File: src/rtl/core/uce_pkg.sv
// Package for the EP0 request handler: request codes, op classes and the
// classified-item struct passed from front to back. No dependencies.
`default_nettype none
package uce_pkg;

	localparam int unsigned PacketSizeDefault = 8;
	localparam logic [6:0] LineCodingBytes = 7'd7;
	localparam logic [7:0] NoRequest = 8'hFF;
	localparam logic [2:0] NoDesc = 3'd7;

	// event kinds on tuser
	localparam logic [1:0] CmdSetup = 2'd0;
	localparam logic [1:0] CmdIn = 2'd1;
	localparam logic [1:0] CmdOut = 2'd2;

	// request codes
	localparam logic [7:0] ReqGetStatus = 8'h00;
	localparam logic [7:0] ReqClrFeature = 8'h01;
	localparam logic [7:0] ReqSetFeature = 8'h03;
	localparam logic [7:0] ReqSetAddress = 8'h05;
	localparam logic [7:0] ReqGetDesc = 8'h06;
	localparam logic [7:0] ReqGetConfig = 8'h08;
	localparam logic [7:0] ReqSetConfig = 8'h09;
	localparam logic [7:0] ReqGetIface = 8'h0A;
	localparam logic [7:0] ReqSetIface = 8'h0B;
	localparam logic [7:0] ReqSetLineCoding = 8'h20;
	localparam logic [7:0] ReqGetLineCoding = 8'h21;
	localparam logic [7:0] ReqSetCtrlLine = 8'h22;

	// handshakes, sources, class events
	localparam logic [1:0] HsAck = 2'd0;
	localparam logic [1:0] HsStall = 2'd1;
	localparam logic [1:0] HsNak = 2'd2;
	localparam logic [2:0] SrcNone = 3'd0;
	localparam logic [2:0] SrcDesc = 3'd1;
	localparam logic [2:0] SrcConfig = 3'd2;
	localparam logic [2:0] SrcStatus = 3'd3;
	localparam logic [2:0] SrcClass = 3'd4;
	localparam logic [1:0] EvNone = 2'd0;
	localparam logic [1:0] EvGetLine = 2'd1;
	localparam logic [1:0] EvSetCtrl = 2'd2;
	localparam logic [1:0] EvLineData = 2'd3;

	// register indexes
	localparam logic [2:0] RegWakeup = 3'd7;

	typedef enum logic [3:0] {
		OP_STALL,
		OP_SIMPLE,
		OP_GETDESC,
		OP_SETADDR,
		OP_SETCFG,
		OP_CLRHALT,
		OP_SETHALT,
		OP_DEVFEAT,
		OP_IN,
		OP_OUT,
		OP_BUSRESET
	} op_t;

	typedef struct packed {
		op_t op;
		logic [7:0] code;
		logic [15:0] length;
		logic [6:0] tx;
		logic [2:0] src;
		logic [1:0] ev;
		logic [2:0] dsel;
		logic [2:0] halt_bit;
		logic [7:0] value_lo;
		logic flag;
	} item_t;

endpackage
`default_nettype wire

File: src/rtl/core/usb_control_endpoint_request_handler_core.sv
// EP0 request handler top level: front classifier, item queue, back executor.
// An accepted beat is written into the item queue, then executed into the result register on m_tdata.
// Throughput: one item per cycle from the back executor while the result register is not stalled.
// Up to two items wait in the queue while the result register is stalled.
// Reset (arst_n low) clears transfer state and restores register defaults.
`default_nettype none
module usb_control_endpoint_request_handler_core #(
	parameter int unsigned EP0_PACKET_SIZE = uce_pkg::PacketSizeDefault
) (
	input wire logic clk,
	input wire logic arst_n,
	input wire logic s_tvalid,
	output logic s_tready,
	// [7:0] request_type, [15:8] request_code, [31:16] request_value,
	// [47:32] request_index, [63:48] request_length, [64] out_toggle_ok
	input wire logic [71:0] s_tdata,
	// [1:0] cmd
	input wire logic [1:0] s_tuser,
	output logic m_tvalid,
	input wire logic m_tready,
	// [1:0] handshake, [8:2] tx_len, [11:9] data_source, [14:12] desc_select,
	// [22:15] desc_offset, [30:23] config_value, [37:31] device_address,
	// [45:38] endpoint_halts, [47:46] class_event
	output logic [47:0] m_tdata,
	input wire logic cfg_valid,
	output logic cfg_ready,
	input wire logic [2:0] cfg_index,
	input wire logic [7:0] cfg_data
);
	import uce_pkg::*;

	item_t front_item, head_item;
	logic q_full, head_valid, exec, push;

	assign cfg_ready = 1'b1;
	assign s_tready = !q_full;
	assign push = s_tvalid && !q_full;
	assign exec = head_valid && (!m_tvalid || m_tready);

	uce_front u_front (
		.cmd(s_tuser),
		.request_type(s_tdata[7:0]),
		.request_code(s_tdata[15:8]),
		.request_value(s_tdata[31:16]),
		.request_index(s_tdata[47:32]),
		.request_length(s_tdata[63:48]),
		.out_toggle_ok(s_tdata[64]),
		.item(front_item)
	);

	uce_queue u_queue (
		.clk(clk),
		.arst_n(arst_n),
		.push(push),
		.push_item(front_item),
		.full(q_full),
		.pop(exec),
		.head_valid(head_valid),
		.head_item(head_item)
	);

	uce_back #(
		.EP0_PACKET_SIZE(EP0_PACKET_SIZE)
	) u_back (
		.clk(clk),
		.arst_n(arst_n),
		.cfg_valid(cfg_valid),
		.cfg_index(cfg_index),
		.cfg_data(cfg_data),
		.exec(exec),
		.it(head_item),
		.out_valid(m_tvalid),
		.out_take(m_tready),
		.out_data(m_tdata)
	);
endmodule
`default_nettype wire

File: src/rtl/core/uce_front.sv
// Front part: takes input beats and classifies each into an item_t.
// Depends on uce_pkg.
`default_nettype none
module uce_front (
	input wire logic [1:0] cmd,
	input wire logic [7:0] request_type,
	input wire logic [7:0] request_code,
	input wire logic [15:0] request_value,
	input wire logic [15:0] request_index,
	input wire logic [15:0] request_length,
	input wire logic out_toggle_ok,
	output uce_pkg::item_t item
);
	import uce_pkg::*;

	logic [1:0] kind;
	logic [4:0] recip;
	logic clr_ok, set_ok;
	logic [2:0] clr_bit, set_bit;
	logic [2:0] ep_m1;
	logic [7:0] sidx;

	assign kind = request_type[6:5];
	assign recip = request_type[4:0];
	assign sidx = request_value[7:0];

	// endpoint address to halt bit
	always_comb begin
		clr_ok = ((request_index[7:0] & 8'h78) == 8'h00) &&
			(request_index[2:0] >= 3'd1) && (request_index[2:0] <= 3'd4);
		set_ok = ((request_index & 16'hFF78) == 16'h0000) &&
			(request_index[2:0] >= 3'd1) && (request_index[2:0] <= 3'd4);
		ep_m1 = request_index[2:0] - 3'd1;
		clr_bit = {ep_m1[1:0], request_index[7]};
		set_bit = clr_bit;
	end

	// classify
	always_comb begin
		item = '0;
		item.op = OP_SIMPLE;
		item.code = request_code;
		item.length = request_length;
		item.src = SrcNone;
		item.ev = EvNone;
		item.dsel = NoDesc;
		item.value_lo = request_value[7:0];
		item.flag = out_toggle_ok;
		case (cmd)
			CmdSetup: begin
				if (kind == 2'd1) begin
					case (request_code)
						ReqGetLineCoding: begin
							item.tx = (request_length < 16'(LineCodingBytes)) ?
								request_length[6:0] : LineCodingBytes;
							item.src = SrcClass;
							item.ev = EvGetLine;
						end
						ReqSetCtrlLine: item.ev = EvSetCtrl;
						ReqSetLineCoding: ;
						default: item.op = OP_STALL;
					endcase
				end else if (kind != 2'd0) begin
					item.op = OP_STALL;
				end else begin
					case (request_code)
						ReqGetDesc: begin
							item.op = OP_GETDESC;
							case (request_value[15:8])
								8'd1: item.dsel = 3'd0;
								8'd2: item.dsel = 3'd1;
								8'd3: item.dsel = (sidx <= 8'd4) ? 3'd2 + sidx[2:0] : 3'd5;
								default: item.op = OP_STALL;
							endcase
						end
						ReqSetAddress: item.op = OP_SETADDR;
						ReqGetConfig: begin
							item.tx = (request_length != 16'd0) ? 7'd1 : 7'd0;
							item.src = SrcConfig;
						end
						ReqSetConfig: item.op = OP_SETCFG;
						ReqGetIface, ReqSetIface: ;
						ReqClrFeature: begin
							item.halt_bit = clr_bit;
							if (recip == 5'd0) begin
								item.op = OP_DEVFEAT;
								item.flag = (request_value == 16'd1);
							end else if (recip == 5'd2 && clr_ok) begin
								item.op = OP_CLRHALT;
							end else begin
								item.op = OP_STALL;
							end
						end
						ReqSetFeature: begin
							item.halt_bit = set_bit;
							if (recip == 5'd0) begin
								item.op = OP_DEVFEAT;
								item.flag = (request_value == 16'd1);
							end else if (recip == 5'd2 && request_value == 16'd0 && set_ok) begin
								item.op = OP_SETHALT;
							end else begin
								item.op = OP_STALL;
							end
						end
						ReqGetStatus: begin
							item.tx = (request_length < 16'd2) ? request_length[6:0] : 7'd2;
							item.src = SrcStatus;
						end
						default: item.op = OP_STALL;
					endcase
				end
			end
			CmdIn: item.op = OP_IN;
			CmdOut: item.op = OP_OUT;
			default: item.op = OP_BUSRESET;
		endcase
	end
endmodule
`default_nettype wire

File: src/rtl/core/uce_queue.sv
// Two-entry queue of classified items between front and back.
// Depends on uce_pkg.
`default_nettype none
module uce_queue (
	input wire logic clk,
	input wire logic arst_n,
	input wire logic push,
	input wire uce_pkg::item_t push_item,
	output logic full,
	input wire logic pop,
	output logic head_valid,
	output uce_pkg::item_t head_item
);
	import uce_pkg::*;

	item_t mem_q [2];
	logic wr_ptr_q, rd_ptr_q;
	logic [1:0] count_q;

	assign full = (count_q == 2'd2);
	assign head_valid = (count_q != 2'd0);
	assign head_item = mem_q[rd_ptr_q];

	// store entries
	always_ff @(posedge clk) begin
		if (push) begin
			mem_q[wr_ptr_q] <= push_item;
		end
	end

	// advance pointers and count
	always_ff @(posedge clk or negedge arst_n) begin
		if (!arst_n) begin
			wr_ptr_q <= 1'b0;
			rd_ptr_q <= 1'b0;
			count_q <= 2'd0;
		end else begin
			if (push) wr_ptr_q <= ~wr_ptr_q;
			if (pop) rd_ptr_q <= ~rd_ptr_q;
			count_q <= count_q + {1'b0, push} - {1'b0, pop};
		end
	end
endmodule
`default_nettype wire

File: src/rtl/core/uce_back.sv
// Back part: holds control-transfer state and config registers, executes
// items and registers one result beat. Depends on uce_pkg.
`default_nettype none
module uce_back #(
	parameter int unsigned EP0_PACKET_SIZE = uce_pkg::PacketSizeDefault
) (
	input wire logic clk,
	input wire logic arst_n,
	input wire logic cfg_valid,
	input wire logic [2:0] cfg_index,
	input wire logic [7:0] cfg_data,
	input wire logic exec,
	input wire uce_pkg::item_t it,
	output logic out_valid,
	input wire logic out_take,
	output logic [47:0] out_data
);
	import uce_pkg::*;

	localparam logic [15:0] PktLen = 16'(EP0_PACKET_SIZE);

	logic [7:0] regs_q [8];
	logic [7:0] pending_q;
	logic [15:0] bytes_q;
	logic [2:0] cur_desc_q;
	logic [7:0] cur_off_q;
	logic [6:0] pend_addr_q, addr_q;
	logic [7:0] cfg_val_q, halts_q;
	logic out_valid_q;
	logic [47:0] out_data_q;

	logic [15:0] chunk_base, new_bytes;
	logic [6:0] chunk;
	logic [1:0] hs;
	logic [6:0] tx;
	logic [2:0] src, dsel;
	logic [7:0] doff;
	logic [1:0] ev;
	logic stall;
	logic [7:0] nxt_pending, nxt_cfg, nxt_halts, nxt_off;
	logic [15:0] nxt_bytes;
	logic [2:0] nxt_desc;
	logic [6:0] nxt_paddr, nxt_addr;

	assign out_valid = out_valid_q;
	assign out_data = out_data_q;

	// execute one item
	always_comb begin
		nxt_pending = pending_q;
		nxt_bytes = bytes_q;
		nxt_desc = cur_desc_q;
		nxt_off = cur_off_q;
		nxt_paddr = pend_addr_q;
		nxt_cfg = cfg_val_q;
		nxt_addr = addr_q;
		nxt_halts = halts_q;
		hs = HsNak;
		tx = 7'd0;
		src = SrcNone;
		dsel = NoDesc;
		doff = 8'd0;
		ev = EvNone;
		stall = 1'b0;
		chunk_base = bytes_q;
		if (it.op == OP_GETDESC) begin
			chunk_base = (it.length < {8'd0, regs_q[it.dsel]}) ?
				it.length : {8'd0, regs_q[it.dsel]};
		end
		chunk = (chunk_base < PktLen) ? chunk_base[6:0] : PktLen[6:0];
		new_bytes = chunk_base - {9'd0, chunk};
		case (it.op)
			OP_IN: begin
				if (pending_q == ReqGetDesc) begin
					hs = HsAck;
					src = SrcDesc;
					dsel = cur_desc_q;
					doff = cur_off_q;
					tx = chunk;
					nxt_bytes = new_bytes;
					nxt_off = cur_off_q + {1'b0, chunk};
				end else if (pending_q == ReqSetAddress) begin
					nxt_addr = pend_addr_q;
				end
			end
			OP_OUT: begin
				if (pending_q == ReqSetLineCoding && it.flag) begin
					hs = HsAck;
					ev = EvLineData;
				end
			end
			OP_BUSRESET: begin
				nxt_pending = NoRequest;
				nxt_bytes = 16'd0;
				nxt_desc = NoDesc;
				nxt_off = 8'd0;
				nxt_paddr = 7'd0;
				nxt_cfg = 8'd0;
				nxt_addr = 7'd0;
				nxt_halts = 8'd0;
			end
			default: begin
				// setup packet
				nxt_pending = it.code;
				nxt_bytes = it.length;
				hs = HsAck;
				tx = it.tx;
				src = it.src;
				ev = it.ev;
				case (it.op)
					OP_STALL: stall = 1'b1;
					OP_GETDESC: begin
						nxt_desc = it.dsel;
						src = SrcDesc;
						dsel = it.dsel;
						tx = chunk;
						nxt_bytes = new_bytes;
						nxt_off = {1'b0, chunk};
					end
					OP_SETADDR: nxt_paddr = it.value_lo[6:0];
					OP_SETCFG: nxt_cfg = it.value_lo;
					OP_CLRHALT: nxt_halts = halts_q & ~(8'd1 << it.halt_bit);
					OP_SETHALT: nxt_halts = halts_q | (8'd1 << it.halt_bit);
					OP_DEVFEAT: stall = !(it.flag && regs_q[RegWakeup][0]);
					default: ;
				endcase
				if (stall) begin
					nxt_pending = NoRequest;
					hs = HsStall;
					tx = 7'd0;
					src = SrcNone;
					dsel = NoDesc;
					doff = 8'd0;
					ev = EvNone;
				end
			end
		endcase
	end

	// hold config registers
	always_ff @(posedge clk or negedge arst_n) begin
		if (!arst_n) begin
			regs_q[0] <= 8'd18;
			regs_q[1] <= 8'd67;
			regs_q[2] <= 8'd4;
			regs_q[3] <= 8'd0;
			regs_q[4] <= 8'd0;
			regs_q[5] <= 8'd0;
			regs_q[6] <= 8'd0;
			regs_q[7] <= 8'd0;
		end else if (cfg_valid) begin
			regs_q[cfg_index] <= (cfg_index == RegWakeup) ? {7'd0, cfg_data[0]} : cfg_data;
		end
	end

	// update transfer state and output beat
	always_ff @(posedge clk or negedge arst_n) begin
		if (!arst_n) begin
			pending_q <= NoRequest;
			bytes_q <= 16'd0;
			cur_desc_q <= NoDesc;
			cur_off_q <= 8'd0;
			pend_addr_q <= 7'd0;
			cfg_val_q <= 8'd0;
			addr_q <= 7'd0;
			halts_q <= 8'd0;
			out_valid_q <= 1'b0;
		end else begin
			if (exec) begin
				pending_q <= nxt_pending;
				bytes_q <= nxt_bytes;
				cur_desc_q <= nxt_desc;
				cur_off_q <= nxt_off;
				pend_addr_q <= nxt_paddr;
				cfg_val_q <= nxt_cfg;
				addr_q <= nxt_addr;
				halts_q <= nxt_halts;
				out_valid_q <= 1'b1;
			end else if (out_take) begin
				out_valid_q <= 1'b0;
			end
		end
	end

	// result payload
	always_ff @(posedge clk) begin
		if (exec) begin
			out_data_q <= {ev, nxt_halts, nxt_addr, nxt_cfg, doff, dsel, src, tx, hs};
		end
	end
endmodule
`default_nettype wire

File: config.mk
export PLATFORM = sky130hd
export DESIGN_NAME = usb_control_endpoint_request_handler_core
export DESIGN_NICKNAME = d
export VERILOG_FILES = /design/src/rtl/core/uce_pkg.sv /design/src/rtl/core/usb_control_endpoint_request_handler_core.sv /design/src/rtl/core/uce_front.sv /design/src/rtl/core/uce_queue.sv /design/src/rtl/core/uce_back.sv
export SDC_FILE = /design/constraint.sdc
export NUM_CORES = 1
export LEC_CHECK = 0
export BUFFER_PORTS_ARGS = -buffer_cell sky130_fd_sc_hd__buf_4
export CAP_MARGIN = 5
export CORE_ASPECT_RATIO = 0.7
export CORE_UTILIZATION = 40
export CTS_CLUSTER_DIAMETER = 30
export DETAILED_ROUTE_END_ITERATION = 8
export SYNTH_ARGS = -nofsm -noshare
export SYNTH_HDL_FRONTEND = slang
export SYNTH_SLANG_ARGS = --single-unit
File: constraint.sdc
create_clock -name clk -period 7.45 [get_ports clk]
set_clock_uncertainty 0.05 [all_clocks]
set_input_delay 0.745 -clock clk [delete_from_list [all_inputs] [get_ports clk]]
set_output_delay 0.745 -clock clk [all_outputs]
set_load 0.005 [all_outputs]
==> out/qor.csv <==
stage;metric;value;unit
sta;setup_viol;0;
power_and_ir_drop;leakage;7.02;nW
cts;clock-sinks;292;
synthesis;syn_area;13600;µm²
synthesis;yosysTopAreaCell;edfxtp_1;
power_and_ir_drop;cellPowerDensity;417;nW/µm²
cts;cts_tree;done;
setup_path;critPathMaxStageDelay;0.72;ns
setup_path;path_class;flip-flop to flip-flop;
route;drt_iter0_drc;862;
job;drv_cap;0;
global_route;grt_remaining_overflow;0;
final_layout;synthToLayoutAreaGrowth;25.6;%
cts;cts_setup_buffers;0;
power_and_ir_drop;ir_drop;0.193;mV
global_route;track_usage;20.0;%
route;drtPass1Iterations;5;
sta;maxSlewViolCount;0;
synthesis;synth_edf_count;158;
route;route.vias.total;10000;
die;initial_utilization;40.6;%
global_route;grt_max_degree;73;
synthesis;yosysTopAreaCellShare;34.9;%
cts;cts_max_level;2;
die;io_pins;141;
route;ant_nets;0;
die;dieArea;34700;µm²
sta;rsz0062_at_grt;no;
route;viasPerCell;5.45;
final_layout;antenna_cells;0;
setup_path;critical_path.most_common_cell;a21o_1;
setup_path;critPathBufInv;1;
cts;cts_resized;0;
final_layout;nets;1466;
synthesis;synth_seq_cells;292;
route;wirelength;34.3;mm
setup_path;crit_arrival;7.39;ns
setup_path;cp.required;7.89;ns
cts;cts_inserted_buffers;55;
die;die_y;156;µm
die;rows;56;
sta;fin_tns_setup;0;ns
cts;ctsHoldBuffers;0;
hold_path;holdCritPathClass;input pin to asynchronous set/reset pin;
sta;max_slew_margin;32.5;%
die;fp.coreArea;33500;µm²
global_route;antenna_found_initial;0;
route;wire_per_inst;18.7;µm
global_route;grt_pass1_wl;54.0;mm
setup_path;cpMaxStageDelayCell;mux2i_2;
global_route;grt_pass1_vias;9630;
setup_path;crit_path_end_kind;flip-flop;
synthesis;avgSynthCellArea;11.4;µm²
synthesis;synth_area_leaders;edfxtp_1 (35%), dfrtp_1 (22%), nand2_1 (4.6%);
setup_path;worstPathCellList;mux2i_2 > mux4_2 > mux2i_1 > ha_1 > a21o_1 > a21o_1 > a221oi_1 > nand3_1 > o211ai_1 > o211ai_1 > nor4_1 > nand3_1 > nand2b_1 > inv_1 > ha_1 > a21o_1 > a21o_1 > a21o_1 > a21oi_1 > o21bai_1 > a21oi_1 > a21oi_1 > o21ai_0;
final_layout;post-route-cell-area;17100;µm²
die;die_w;222;µm
synthesis;async_flop_share;45.9;%
place;dpl_cell_area;15100;µm²
cts;clk_latency;0.59;ns
place;gp_congestion;0.863;
sta;period_needed;6.95;ns
synthesis;synth_cell_types;69;
setup_path;cp-start-kind;flip-flop;
sta;worstMarginPinSlew;1.01;ns
setup_path;crit_family;compound AO/OA/AOI/OAI gates;
run_status;status;finished, final reports clean;
sta;fin_crit_sh;93.3;%
setup_path;crit_path_max_fanout;25;
sta;max_freq;144;MHz
cts;clk_pin_slew;0.05;ns
synthesis;synthCells;1187;
route;post-route-drc-count;0;
sta;hold_viol;0;
synthesis;synth_flop_cell;edfxtp_1;
place;portBuffers;131;
place;hpwl;23.5;mm
cts;ctsLongestPathBuffers;3;
synthesis;ys_warn_count;0;
synthesis;ys_seq_area_share;59.8;%
cts;cts_root_buf;clkbuf_16;
final_layout;drive_gt1_share;22.5;%
cell families (layout without fill, tap and decap cells):
group	count (synthesis)	count (layout)	synth area share, %
xor gates and xnor gates	12	12	0.773
buffers and inverters	74	280	2.27
AOI/OAI and AO/OA	298	298	13.9
adders and majority gates	20	20	1.90
other	2	12	0.0553
muxes	97	97	8.27
DFF	292	292	59.8
and+or+nand+nor	392	392	13.1
report_power, final:
part | leakage (nW) | switching [mW] | internal, mW
Clock | 0.932 | 0.881 | 1.66
Sequential | 3.17 | 0.248 | 2.28
Combinational | 2.91 | 1.22 | 0.824
Total | 7.02 | 2.35 | 4.77
worst reg2reg max path, cell delays in order, from the launching register on:
cell and delay (ns):
dfrtp_4 0.69, mux2i_2 0.75, mux4_2 0.42, mux2i_1 0.27, ha_1 0.31, a21o_1 0.19
a21o_1 0.17, a221oi_1 0.49, nand3_1 0.29, o211ai_1 0.27, o211ai_1 0.23, nor4_1 0.46
nand3_1 0.36, nand2b_1 0.34, inv_1 0.10, ha_1 0.23, a21o_1 0.16, a21o_1 0.20
a21o_1 0.18, a21oi_1 0.21, o21bai_1 0.09, a21oi_1 0.18, a21oi_1 0.08, o21ai_0 0.17
cell usage after synthesis (all sizes together) (4+ instances only):
cell    instances
buf            16
nor3           21
a21oi          59
and2           17
o31ai           7
o21ai         114
mux4            8
mux2           29
or3             4
a221oi          8
ha             19
a22o           17
dfrtp         117
o211ai         12
a21o           17
nor4           12
nor2           95
xnor2          11
nand2         167
inv            27
or4             6
dfstp          17
a211o           5
nor2b          18
nand4           8
edfxtp        158
mux2i          60
o22ai           9
nand2b         15
a211oi         13
nand3          16
a31oi           4
a32oi           7
clkbuf         31
final timing paths:
kind                       slack [ns]             endpoint         startpoint  cells after the start
min reg2reg                      0.42    u_back.regs_q[34]  u_back.regs_q[34]                      2
max                              0.50  u_back.cur_off_q[7]   u_queue.rd_ptr_q                     23
max in group asynchronous        5.61   u_back.bytes_q[10]             arst_n                      2
min                              0.24     u_queue.wr_ptr_q             arst_n                      1
max reg2reg                      0.50  u_back.cur_off_q[7]   u_queue.rd_ptr_q                     23
min in group clk                 0.30  u_queue.mem_q[0][4]        s_tdata[19]                      1
layer usage:
layer / GRT usage (%) / vias to the layer above / wire length (µm)
met4: 5.69 / 0 / 563
met1: 30.9 / 4903 / 17300
met2: 27.8 / 328 / 14300
met5: 0 / - / 0
met3: 4.27 / 49 / 2220
li1: - / 4738 / -
flip-flops by register name, indices dropped and copies added (netlist names):
name	cells
u_back.regs_q	64
u_queue.rd_ptr_q	1
u_back.pending_q	8
u_back.pend_addr_q	7
u_queue.mem_q	110
u_back.cur_desc_q	3
u_back.out_valid	1
u_back.cur_off_q	8
u_queue.count_q	2
u_queue.wr_ptr_q	1
u_back.out_data	48
u_back.bytes_q	16
u_back.addr_q	7
u_back.halts_q	8
u_back.cfg_val_q	8
area by class of cell:
cell class	instances	area, µm²
Clock buffer	69	1550
Clock inverter	35	410
Fill cell	2965	16400
Inverter	27	101
Multi-Input combinational cell	831	5220
Sequential cell	292	8120
Tap cell	435	544
Timing Repair Buffer	149	1120
through the flow:
stage	setup WS, ns	total power, mW	util [%]	hold slack (ns)	std cells
finish	0.497	7.12	50.9	0.242	1838
floorplan	1.65	3.86	-	0.392	1197
detailed placement	0.531	4.59	45.1	0.416	1734
global placement	0.823	4.54	45.1	0.404	1734
global route	0.00674	7.51	50.9	0.281	1838
CTS	0.519	7.17	50.9	0.276	1838
layout by cell type (no fill, tap or decap), drive strengths merged, types with 18 or more instances in the layout:
cell type	instances
nand2	167
edfxtp	158
buf	149
dfrtp	117
o21ai	114
nor2	95
clkbuf	69
mux2i	60
a21oi	59
inv	33
mux2	29
nor3	21
ha	19
nor2b	18
No activity file was read; power rests on OpenSTA's default activity.
